File: src/rtl/owbm_pkg.sv
// owbm_pkg: shared types and constants for the single-wire bus master
`timescale 1ns / 1ps

package owbm_pkg;

  // timer width for phase counting
  localparam int unsigned TimerBits = 20;

  // configuration register widths
  localparam int unsigned CfgIdxBits  = 3;
  localparam int unsigned CfgDataBits = 20;

  // configuration register indexes
  localparam logic [CfgIdxBits-1:0] CFG_RESET_LOW     = 3'd0;
  localparam logic [CfgIdxBits-1:0] CFG_RESET_RELEASE = 3'd1;
  localparam logic [CfgIdxBits-1:0] CFG_SLOT          = 3'd2;
  localparam logic [CfgIdxBits-1:0] CFG_WINK          = 3'd3;
  localparam logic [CfgIdxBits-1:0] CFG_SAMPLE        = 3'd4;
  localparam logic [CfgIdxBits-1:0] CFG_RECOVERY      = 3'd5;
  localparam logic [CfgIdxBits-1:0] CFG_PULLUP        = 3'd6;

  // command codes
  localparam logic [2:0] CMD_TICK   = 3'd0;
  localparam logic [2:0] CMD_RESET  = 3'd1;
  localparam logic [2:0] CMD_WRITE  = 3'd2;
  localparam logic [2:0] CMD_READ   = 3'd3;
  localparam logic [2:0] CMD_PULLUP = 3'd4;

  typedef enum logic [2:0] {
    PH_IDLE     = 3'd0,
    PH_RST_LOW  = 3'd1,
    PH_RST_REL  = 3'd2,
    PH_WINK     = 3'd3,
    PH_SLOT     = 3'd4,
    PH_ZERO_LOW = 3'd5,
    PH_RECOVER  = 3'd6,
    PH_PULLUP   = 3'd7
  } phase_e;

  typedef struct packed {
    logic [2:0] cmd;
    logic       line_in;
    logic [7:0] tx_byte;
  } in_t;

  typedef struct packed {
    logic       drive_low;
    logic       strong_high;
    logic       busy_res;
    logic       done_res;
    logic [7:0] rx_byte;
    logic       rejected;
  } out_t;

endpackage

File: src/rtl/one_wire_bus_master.sv
// one_wire_bus_master: single-wire bus master stepped by tick and command transactions
//
//   channel  direction  signals                               payload
//   in       sink       in_valid_i, in_stall_o, in_data_i     in_t  (cmd, line_in, tx_byte)
//   out      source     out_valid_o, out_stall_i, out_data_o  out_t (one result per input)
//   cfg      sink       cfg_we_i, cfg_idx_i, cfg_wdata_i      seven timing registers
//
// one input transaction per cycle while in_stall_o is low; its result is registered in the output stage
// the whole step (command decode, phase counter compare, shift) sits between the state
// registers and the result register, so the rate is one per cycle unless input stalls
// a two-entry output stage (result register plus skid register) lets input continue while
// a result waits; input stalls only once the skid register is occupied
// reset clears the state machine and loads the timing registers with their defaults
`timescale 1ns / 1ps

module one_wire_bus_master
  import owbm_pkg::*;
(
  input  logic                   clk_i,
  input  logic                   rst_ni,
  input  logic                   in_valid_i,
  output logic                   in_stall_o,
  input  in_t                    in_data_i,
  output logic                   out_valid_o,
  input  logic                   out_stall_i,
  output out_t                   out_data_o,
  input  logic                   cfg_we_i,
  input  logic [CfgIdxBits-1:0]  cfg_idx_i,
  input  logic [CfgDataBits-1:0] cfg_wdata_i
);

  // timing registers
  logic [9:0]           rst_low_q, rst_rel_q;
  logic [7:0]           slot_q;
  logic [3:0]           wink_q, sample_q, recov_q;
  logic [TimerBits-1:0] pullup_q;

  // bus state
  phase_e               phase_q, phase_d;
  logic                 reading_q, reading_d;
  logic [TimerBits-1:0] tick_q, tick_d;
  logic [2:0]           bit_q, bit_d;
  logic [7:0]           shift_q, shift_d;

  // state after a command has been taken on an idle item
  phase_e               ph_cur;
  logic                 rd_cur;
  logic [7:0]           sr_cur;
  logic                 is_cmd;

  logic [TimerBits-1:0] len_raw, len_m1, sample_at;
  logic                 bit_end, finish;
  logic [7:0]           sr_next;

  out_t res;

  // output stage
  logic in_acc, out_ready;
  logic out_valid_q, skid_valid_q;
  out_t out_q, skid_q;

  assign in_stall_o = skid_valid_q;
  assign in_acc     = in_valid_i && !in_stall_o;
  assign out_ready  = !out_valid_q || !out_stall_i;
  assign is_cmd     = (in_data_i.cmd >= CMD_RESET) && (in_data_i.cmd <= CMD_PULLUP);

  // configuration writes, indexes past the list are dropped
  always_ff @(posedge clk_i or negedge rst_ni) begin
    if (!rst_ni) begin
      rst_low_q <= 10'd500;
      rst_rel_q <= 10'd500;
      slot_q    <= 8'd60;
      wink_q    <= 4'd2;
      sample_q  <= 4'd3;
      recov_q   <= 4'd1;
      pullup_q  <= TimerBits'(750000);
    end else if (cfg_we_i) begin
      unique case (cfg_idx_i)
        CFG_RESET_LOW:     rst_low_q <= cfg_wdata_i[9:0];
        CFG_RESET_RELEASE: rst_rel_q <= cfg_wdata_i[9:0];
        CFG_SLOT:          slot_q    <= cfg_wdata_i[7:0];
        CFG_WINK:          wink_q    <= cfg_wdata_i[3:0];
        CFG_SAMPLE:        sample_q  <= cfg_wdata_i[3:0];
        CFG_RECOVERY:      recov_q   <= cfg_wdata_i[3:0];
        CFG_PULLUP:        pullup_q  <= cfg_wdata_i[TimerBits-1:0];
        default: ;
      endcase
    end
  end

  // command start: an accepted command on an idle item is already the first tick
  always_comb begin
    ph_cur = phase_q;
    rd_cur = reading_q;
    sr_cur = shift_q;
    if (phase_q == PH_IDLE && is_cmd) begin
      rd_cur = 1'b0;
      unique case (in_data_i.cmd)
        CMD_RESET: ph_cur = PH_RST_LOW;
        CMD_WRITE: begin
          sr_cur = in_data_i.tx_byte;
          ph_cur = in_data_i.tx_byte[0] ? PH_WINK : PH_ZERO_LOW;
        end
        CMD_READ: begin
          rd_cur = 1'b1;
          sr_cur = 8'h00;
          ph_cur = PH_WINK;
        end
        default: ph_cur = PH_PULLUP;
      endcase
    end
  end

  // phase length, zero counts as one item
  always_comb begin
    unique case (ph_cur)
      PH_RST_LOW:           len_raw = TimerBits'(rst_low_q);
      PH_RST_REL:           len_raw = TimerBits'(rst_rel_q);
      PH_WINK:              len_raw = TimerBits'(wink_q);
      PH_SLOT, PH_ZERO_LOW: len_raw = TimerBits'(slot_q);
      PH_RECOVER:           len_raw = TimerBits'(recov_q);
      default:              len_raw = pullup_q;
    endcase
    len_m1    = (len_raw == '0) ? '0 : len_raw - 1'b1;
    sample_at = (TimerBits'(sample_q) > len_m1) ? len_m1 : TimerBits'(sample_q);
  end

  // next state
  always_comb begin
    phase_d   = ph_cur;
    reading_d = rd_cur;
    tick_d    = tick_q;
    bit_d     = bit_q;
    sr_next   = sr_cur;
    bit_end   = 1'b0;
    finish    = 1'b0;
    if (phase_q == PH_IDLE && is_cmd) begin
      tick_d = '0;
      bit_d  = '0;
    end
    if (ph_cur != PH_IDLE) begin
      // read sample inside the released part of the slot
      if (ph_cur == PH_SLOT && rd_cur && tick_d == sample_at) begin
        sr_next = {in_data_i.line_in, sr_cur[7:1]};
      end
      if (tick_d >= len_m1) begin
        tick_d = '0;
        unique case (ph_cur)
          PH_RST_LOW:            phase_d = PH_RST_REL;
          PH_WINK:               phase_d = PH_SLOT;
          PH_ZERO_LOW:           phase_d = PH_RECOVER;
          PH_SLOT, PH_RECOVER:   bit_end = 1'b1;
          default:               finish  = 1'b1;
        endcase
        if (bit_end) begin
          if (!rd_cur) begin
            sr_next = {1'b0, sr_next[7:1]};
          end
          if (bit_q == 3'd7) begin
            finish = 1'b1;
          end else begin
            bit_d   = bit_q + 3'd1;
            phase_d = (rd_cur || sr_next[0]) ? PH_WINK : PH_ZERO_LOW;
          end
        end
      end else begin
        tick_d = tick_d + 1'b1;
      end
      if (finish) begin
        phase_d = PH_IDLE;
        tick_d  = '0;
        bit_d   = '0;
      end
    end
    shift_d = sr_next;
  end

  // result of this item
  always_comb begin
    res             = '0;
    res.rejected    = (phase_q != PH_IDLE) && is_cmd;
    res.drive_low   = (ph_cur == PH_RST_LOW) || (ph_cur == PH_WINK) ||
                      (ph_cur == PH_ZERO_LOW);
    res.strong_high = (ph_cur == PH_PULLUP);
    res.busy_res    = (phase_d != PH_IDLE);
    res.done_res    = finish;
    res.rx_byte     = (finish && rd_cur) ? sr_next : 8'h00;
  end

  // state registers advance once per accepted transaction
  always_ff @(posedge clk_i or negedge rst_ni) begin
    if (!rst_ni) begin
      phase_q   <= PH_IDLE;
      reading_q <= 1'b0;
      tick_q    <= '0;
      bit_q     <= '0;
      shift_q   <= '0;
    end else if (in_acc) begin
      phase_q   <= phase_d;
      reading_q <= reading_d;
      tick_q    <= tick_d;
      bit_q     <= bit_d;
      shift_q   <= shift_d;
    end
  end

  // output register with skid stage, control part
  always_ff @(posedge clk_i or negedge rst_ni) begin
    if (!rst_ni) begin
      out_valid_q  <= 1'b0;
      skid_valid_q <= 1'b0;
    end else if (out_ready) begin
      out_valid_q  <= skid_valid_q || in_acc;
      skid_valid_q <= 1'b0;
    end else if (in_acc) begin
      skid_valid_q <= 1'b1;
    end
  end

  // output register with skid stage, payload part
  always_ff @(posedge clk_i) begin
    if (out_ready) begin
      out_q <= skid_valid_q ? skid_q : res;
    end else if (in_acc) begin
      skid_q <= res;
    end
  end

  assign out_valid_o = out_valid_q;
  assign out_data_o  = out_q;

  // skid entry only fills behind a held result
  a_skid_behind_out: assert property (@(posedge clk_i) disable iff (!rst_ni)
    skid_valid_q |-> out_valid_q)
    else $error("skid register holds a result while output register is empty");

  // a finishing item never reports busy
  a_done_not_busy: assert property (@(posedge clk_i) disable iff (!rst_ni)
    (out_valid_o && out_data_o.done_res) |-> !out_data_o.busy_res)
    else $error("done and busy reported together");

  // counters rest at zero while idle
  a_idle_clear: assert property (@(posedge clk_i) disable iff (!rst_ni)
    (phase_q == PH_IDLE) |-> (tick_q == '0 && bit_q == '0))
    else $error("phase counter or bit index left over in idle");

  // bit index only moves during byte transfers
  a_bit_in_byte: assert property (@(posedge clk_i) disable iff (!rst_ni)
    (bit_q != '0) |-> (phase_q == PH_WINK || phase_q == PH_SLOT ||
                        phase_q == PH_ZERO_LOW || phase_q == PH_RECOVER))
    else $error("bit index set outside a byte transfer");

  // a command is rejected only while the bus state machine is busy
  a_reject_busy: assert property (@(posedge clk_i) disable iff (!rst_ni)
    (in_acc && res.rejected) |-> (phase_q != PH_IDLE))
    else $error("command rejected while idle");

endmodule

File: config.mk
export PLATFORM = sky130hd
export DESIGN_NAME = one_wire_bus_master
export DESIGN_NICKNAME = d
export VERILOG_FILES = /design/src/rtl/owbm_pkg.sv /design/src/rtl/one_wire_bus_master.sv
export SDC_FILE = /design/constraint.sdc
export NUM_CORES = 1
export LEC_CHECK = 0
export ABC_AREA = 0
export BUFFER_PORTS_ARGS = -buffer_cell sky130_fd_sc_hd__buf_4
export CAP_MARGIN = 25
export CELL_PAD_IN_SITES_DETAIL_PLACEMENT = 1
export CELL_PAD_IN_SITES_GLOBAL_PLACEMENT = 2
export CORE_UTILIZATION = 43
export CTS_CLUSTER_DIAMETER = 80
export DETAILED_ROUTE_END_ITERATION = 8
export HOLD_SLACK_MARGIN = 0.06
export PLACE_DENSITY_LB_ADDON = 0.1
export SYNTH_ARGS = -nofsm -noshare
export SYNTH_HDL_FRONTEND = slang
export SYNTH_SLANG_ARGS = --single-unit
File: constraint.sdc
create_clock -name clk_i -period 11.3 [get_ports clk_i]
set_clock_uncertainty 0.2 [all_clocks]
set_input_delay 0 -clock clk_i [delete_from_list [all_inputs] [get_ports clk_i]]
set_output_delay 0 -clock clk_i [all_outputs]
set_load 0.005 [all_outputs]
==> results_dict.tcl, run 1 <==
set metrics [dict create \
    finalWorstSetupSlack_ns 4.19 \
    peakVddDrop_mv 0.140 \
    grt_antenna_before_repair 0 \
    cts-root-buf "clkbuf_16" \
    htreeDepth 4 \
    crit_fanout 34 \
    grt_usage 0.261 \
    finalHoldViolations 0 \
    gp_congestion 0.844 \
    p_leak_nw 3.92 \
    pre_cts_slack_ns 4.09 \
    nets 957 \
    num_vias 6700 \
    ios 55 \
    finalNonFillerCells 1130 \
    post-synth-top-area-cell "dfrtp_1" \
    worst_setup_path_end_kind "flip-flop" \
    synth_commonest_cells "nand2_1 (81), mux2_2 (69), dfrtp_1 (67)" \
    core_sq_um 18100 \
    rsz0062_at_grt "no" \
    grt_pass1_vias 7234 \
    syn_inst 805 \
    fmax_mhz 141 \
    finalWirelength_um 24000 \
    async_flop_share 0.789 \
    clk_pin_slew_ns 0.06 \
    reg2reg_slack_ns 4.19 \
    critPathRequiredTime_ns 11.29 \
    ys_ff_latch 123 \
    min_path_type "in -> reg" \
    finalCritPeriodShare 0.629 \
    dp_cells 1061 \
    ant_nets 0 \
    status "complete, but fails checks" \
    remaining_drc_errors 2 \
    chipWidth_um 139 \
    synth_top_area_frac 0.209 \
    clk-insertion-delay-late_ns 0.43 \
    drt-initial-drc-count 371 \
    yosysSeqAreaShare 0.404 \
    maxSlewHeadroom 0.381 \
    dr.pass1.iters 6 \
    fillers 2011 \
    clockBufferDepth 2 \
    syn_area_per_cell_sq_um 9.99 \
    synthesis.nets 874 \
    diodes 0 \
    final-max-slew-violation-count 0 \
    fp-row-count 49 \
    port_buffers 54 \
    worst_slew_pin_slew_ns 0.921 \
    ys_warn_count 0 \
    syn_area_sq_um 8040 \
    min_period_ns 7.11 \
    area_growth_syn_to_layout_pct 18.6 \
    ys_top_cells_by_area "dfrtp_1 (21%), dfstp_2 (9.8%), edfxtp_1 (9.7%)" \
    path_class "reg -> reg" \
    synth_ff_type "dfrtp_1" \
    synth_edf_count 26 \
    cts_tree "done" \
    design_area_sq_um 9540 \
    floorplan.initialDensity 0.443 \
    clock-sinks 123 \
    grt_max_degree 66 \
    start_kind "flip-flop" \
    yosysUniqueCellTypes 91 \
    setup-violations-final 0 \
    cts-resized-gates 0 \
    drive_gt1_frac 0.250 \
    pwr_density_cell_nw_per_um2 247 \
    routed_via_density 5.93 \
    fp.dieH_um 139 \
    design.die.area_sq_um 19200 \
    grt_first_pass_wirelength_um 39200 \
    hpwl_um 17500 \
    cts_buffers 17 \
    routedWlPerCell_um 21.2 \
    fin_setup_tns_ns 0 \
    yosys.cell_count.top_type "nand2_1" \
    violations "design-rule violations" \
    grt-ovfl-total 0 \
    cp_data_arrival_time_ns 7.10 \
    place_area_sq_um 8610 \
    timing.max_cap.violations 0 \
]
## registers in the layout (all words and copies together), names as in the netlist
name,cells
in_stall_o,1
phase_q,3
skid_q,13
sample_q,4
wink_q,4
out_valid_o,1
shift_q,8
rst_low_q,10
tick_q,20
pullup_q,20
rst_rel_q,10
reading_q,1
bit_q,3
recov_q,4
out_data_o,13
slot_q,8
## kinds of logic (layout without fill, tap and decap cells)
logic type | after synthesis | in the layout | synth area share
AOI/OAI and AO/OA | 189 | 189 | 0.168
muxes | 84 | 84 | 0.116
adders and majority gates | 29 | 29 | 0.0451
buffers and inverters | 50 | 146 | 0.0311
DFF | 123 | 123 | 0.404
xor gates and xnor gates | 23 | 23 | 0.0251
and+or+nand+nor | 307 | 307 | 0.211
## routing by layer
layer / global-route usage / routed length (um)
met2: 0.463 / 12100
met3: 0.0387 / 724
met5: 0 / 0
met4: 0.0971 / 518
met1: 0.321 / 10600
## layout by cell type, fill, tap and decap left out, types with 11 or more instances in the layout
cell            n
dfstp_2        30
a21o_1         11
nand2_1        81
a21oi_1        34
edfxtp_1       26
inv_1          13
clkbuf_16      17
nand3_1        17
mux2i_1        14
nand2b_1       15
and3_1         12
o21ai_0        44
and2_1         25
xnor2_1        13
dlygate4sd3_1  35
ha_1           29
nor2_1         45
dfrtp_1        67
mux2_2         69
nor3b_1        12
buf_4          62
nor3_1         19
## where the power goes
part | total [mW] | internal, mW | switching (mW)
combinational | 1.20 | 0.499 | 0.704
clock | 0.497 | 0.280 | 0.217
sequential | 0.653 | 0.559 | 0.0942
## what timing repair did
action | 4_1_cts | 5_1_grt
setup buffers | 0 | 0
endpoints found under the hold margin | 118 | 0
hold buffers | 36 | 0
## stage by stage
stage               power [mW]   util  hold slack, ns
finish                    2.35  0.526          0.0351
global route              2.53  0.526           0.134
CTS                       2.35  0.524          0.0631
detailed placement        1.83  0.474          -0.207
global placement          1.77  0.474          -0.214
floorplan                 1.51      -          -0.496
## final cells by class
cell class	instances	area, sq um	area share
clock inverter	14	100	0.0105
timing repair buffer	100	875	0.0917
tap	229	287	0.0300
inverter	14	52.6	0.00551
multi-input combinational	632	4550	0.477
clock buffer	18	429	0.0450
sequential	123	3250	0.340
## critical path, stage by stage (launching register included)
cell and delay (ns):
dfrtp_1 0.68, or3_1 0.63, o21ai_4 0.70, nand2_1 0.20, nand2_1 0.16, inv_1 0.07, ha_1 0.19, nand3_1 0.10
or3_1 0.53, nand2b_1 0.21, ha_1 0.36, nor2b_1 0.13, o21ai_0 0.08, nand2b_1 0.07, a21oi_1 0.08, a41o_1 0.24
nor3b_1 0.22, o2111ai_1 0.19, o31ai_1 0.37, nand4_1 0.17, a211o_1 0.54, mux2i_1 0.23, and2_1 0.22, mux2_2 0.26
## path summary, 6_finish.rpt
| path | start | to | depth (start not counted) |
|---|---|---|---|
| max | phase_q[2]$_DFFE_PN0P_ | out_data_o[6]$_DFFE_PN_ | 23 |
| min | out_stall_i | out_valid_o$_DFFE_PN0N_ | 3 |
| max reg2reg | phase_q[2]$_DFFE_PN0P_ | out_data_o[6]$_DFFE_PN_ | 23 |
| min reg2reg | shift_q[7]$_DFFE_PN0P_ | shift_q[7]$_DFFE_PN0P_ | 2 |
| max in group asynchronous | rst_ni | slot_q[6]$_DFFE_PN0P_ | 4 |
| min in group asynchronous | rst_ni | pullup_q[17]$_DFFE_PN1P_ | 3 |
Note: power is estimated with default switching activity, not from simulation.
==> run 2, diff against run 1 <==
--- a/config.mk
+++ b/config.mk
@@ -10,7 +10,7 @@
 export CAP_MARGIN = 25
 export CELL_PAD_IN_SITES_DETAIL_PLACEMENT = 1
 export CELL_PAD_IN_SITES_GLOBAL_PLACEMENT = 2
-export CORE_UTILIZATION = 43
+export CORE_UTILIZATION = 36
 export CTS_CLUSTER_DIAMETER = 80
 export DETAILED_ROUTE_END_ITERATION = 8
 export HOLD_SLACK_MARGIN = 0.06
==> constraint.sdc (replaced) <==
create_clock -name clk_i -period 6.4 [get_ports clk_i]
set_clock_uncertainty 0.2 [all_clocks]
set_input_delay 0 -clock clk_i [delete_from_list [all_inputs] [get_ports clk_i]]
set_output_delay 0 -clock clk_i [all_outputs]
set_load 0.005 [all_outputs]
==> results_dict.tcl, run 2 (synthesized netlist as in run 1, its figures left out) <==
set metrics [dict create \
    clk_pin_slew_ns 0.06 \
    cts-root-buf "clkbuf_16" \
    cp_top_family "compound AO/OA/AOI/OAI gates" \
    grt_max_degree 67 \
    path_cells "or3_1 -> o21ai_4 -> buf_4 -> nor3_1 -> a21oi_1 -> or3_1 -> nand2b_1 -> ha_1 -> nor2b_1 -> o21ai_0 -> nand2b_1 -> a21oi_1 -> a41o_1 -> nor3b_1 -> o2111ai_1 -> o31ai_1 -> nand4_1 -> a211o_2 -> mux2i_1 -> and2_1 -> mux2_2" \
    multi_input_comb_area_sq_um 4570 \
    finalHoldViolations 0 \
    grt-ovfl-total 0 \
    routedWlPerCell_um 20.7 \
    p_leak_nw 3.99 \
    status "finished clean" \
    reg2reg_slack_ns 0.39 \
    cts_buffers 17 \
    critPathRequiredTime_ns 6.37 \
    fin_setup_tns_ns 0 \
    diodes 0 \
    grt_first_pass_wirelength_um 39900 \
    nets 967 \
    r2r-start "phase_q[2]$_DFFE_PN0P_" \
    cp_slowest_cell "or3_1" \
    design.die.area_sq_um 22900 \
    timing.max_cap.violations 0 \
    routed_via_density 5.68 \
    fin_hold_ws_ns 0.0895 \
    worst_setup_path_end_kind "flip-flop" \
    seq_area_sq_um 3250 \
    rsz0062_at_grt "no" \
    pwr_density_cell_nw_per_um2 443 \
    post_cts.repair.setup_buffers 0 \
    maxSlewHeadroom 0.388 \
    final-max-slew-violation-count 0 \
    dr.pass1.iters 5 \
    max_stage_delay_ns 0.62 \
    fmax_mhz 167 \
    fp.dieH_um 151 \
    fillers 2483 \
    grt_pass1_vias 7100 \
    ant_nets 0 \
    setup-violations-final 0 \
    drive_gt1_frac 0.262 \
    min_path_cells 3 \
    worstReg2RegEnd "out_data_o[3]$_DFFE_PN_" \
    cts_tree "done" \
    finalCritPeriodShare 0.938 \
    chipWidth_um 151 \
    gp_congestion 0.831 \
    clock-sinks 123 \
    port_buffers 54 \
    top_regs "pullup_q (20), tick_q (20)" \
    min_path_type "in -> reg" \
    ios 55 \
    clockBufferDepth 2 \
    area_growth_syn_to_layout_pct 21.2 \
    peakVddDrop_mv 0.215 \
    worst_slew_pin_slew_ns 0.912 \
    layout_common_cells "nand2_1 (81), buf_4 (73), mux2_2 (69)" \
    crit_fanout 27 \
    finalWirelength_um 24700 \
    remaining_drc_errors 0 \
    cp_data_arrival_time_ns 5.98 \
    min_period_ns 6.01 \
    floorplan.initialDensity 0.367 \
    worstHoldStart "out_stall_i" \
    drt-initial-drc-count 354 \
    grt_antenna_before_repair 0 \
    grt_usage 0.229 \
    path_class "reg -> reg" \
    fp-row-count 54 \
    critPathBufInv 1 \
    final_common_cell "nand2_1" \
    num_vias 6760 \
    r2r_cells 21 \
    hpwl_um 18000 \
    start_kind "flip-flop" \
    holdPathEnd "in_stall_o$_DFFE_PN0P_" \
    clk-insertion-delay-late_ns 0.42 \
    core_sq_um 21900 \
    htreeDepth 4 \
    cp.depth 21 \
]
run 2: changes by cell type in the layout (fill, tap and decap cells not counted), moves of 3 or more:
| cell | change |
|---|---|
| buf_4 | +11 |
| clkinv_2 | -4 |
| inv_6 | +4 |
| inv_8 | +3 |
run 2: layout make-up:
cell class,count,area share
multi-input combinational,632,0.469
timing repair buffer,110,0.0948
clock buffer,17,0.0437
inverter,14,0.00539
tap,280,0.0360
sequential,123,0.333
clock inverter,15,0.0181
run 2: metrics by stage:
step	std cells	area, sq um	util	setup slack, ns	power [mW]
6_report	1191	9740	0.445	0.395	4.31
5_1_grt	1191	9740	0.445	0.000620	4.64
4_1_cts	1189	9700	0.443	0.179	4.32
3_5_place_dp	1121	8730	0.399	0.0138	3.26
3_3_place_gp	1121	8730	0.399	0.275	3.19
2_1_floorplan	805	8040	-	1.21	2.67
run 2: layer usage:
metal,up-vias,global-route usage,share of wire
met2,112,0.389,0.50
li1,3209,-,-
met3,32,0.0235,0.020
met1,3407,0.299,0.46
met5,-,0,0
met4,0,0.0835,0.022
run 2: tightest hold or removal path, cell delays in order:
cell     delay (ns)
buf_4          0.08
nand2_1        0.38
nor2_1         0.21
run 2: worst max-delay path by stage:
stage	end	from
final	out_data_o[3]$_DFFE_PN_	phase_q[2]$_DFFE_PN0P_
after CTS	out_data_o[4]$_DFFE_PN_	phase_q[2]$_DFFE_PN0P_
after floorplan	out_data_o[1]$_DFFE_PN_	phase_q[1]$_DFFE_PN0P_
after global routing	out_data_o[3]$_DFFE_PN_	phase_q[2]$_DFFE_PN0P_
after global placement	out_data_o[2]$_DFFE_PN_	phase_q[2]$_DFFE_PN0P_
after detailed placement	out_data_o[5]$_DFFE_PN_	phase_q[0]$_DFFE_PN0P_
run 2: repair_timing:
action                     4_1_cts  5_1_grt
resized for setup                1        5
pin swaps                        0        0
hold endpoints to repair       145        0
setup endpoints to repair        6       24
hold buffers                    36        0
run 2: power by group:
group | switching, mW | internal [mW] | leakage, nW
sequential | 0.159 | 0.988 | 1.42
combinational | 1.26 | 0.890 | 2.28
clock | 0.429 | 0.590 | 0.295
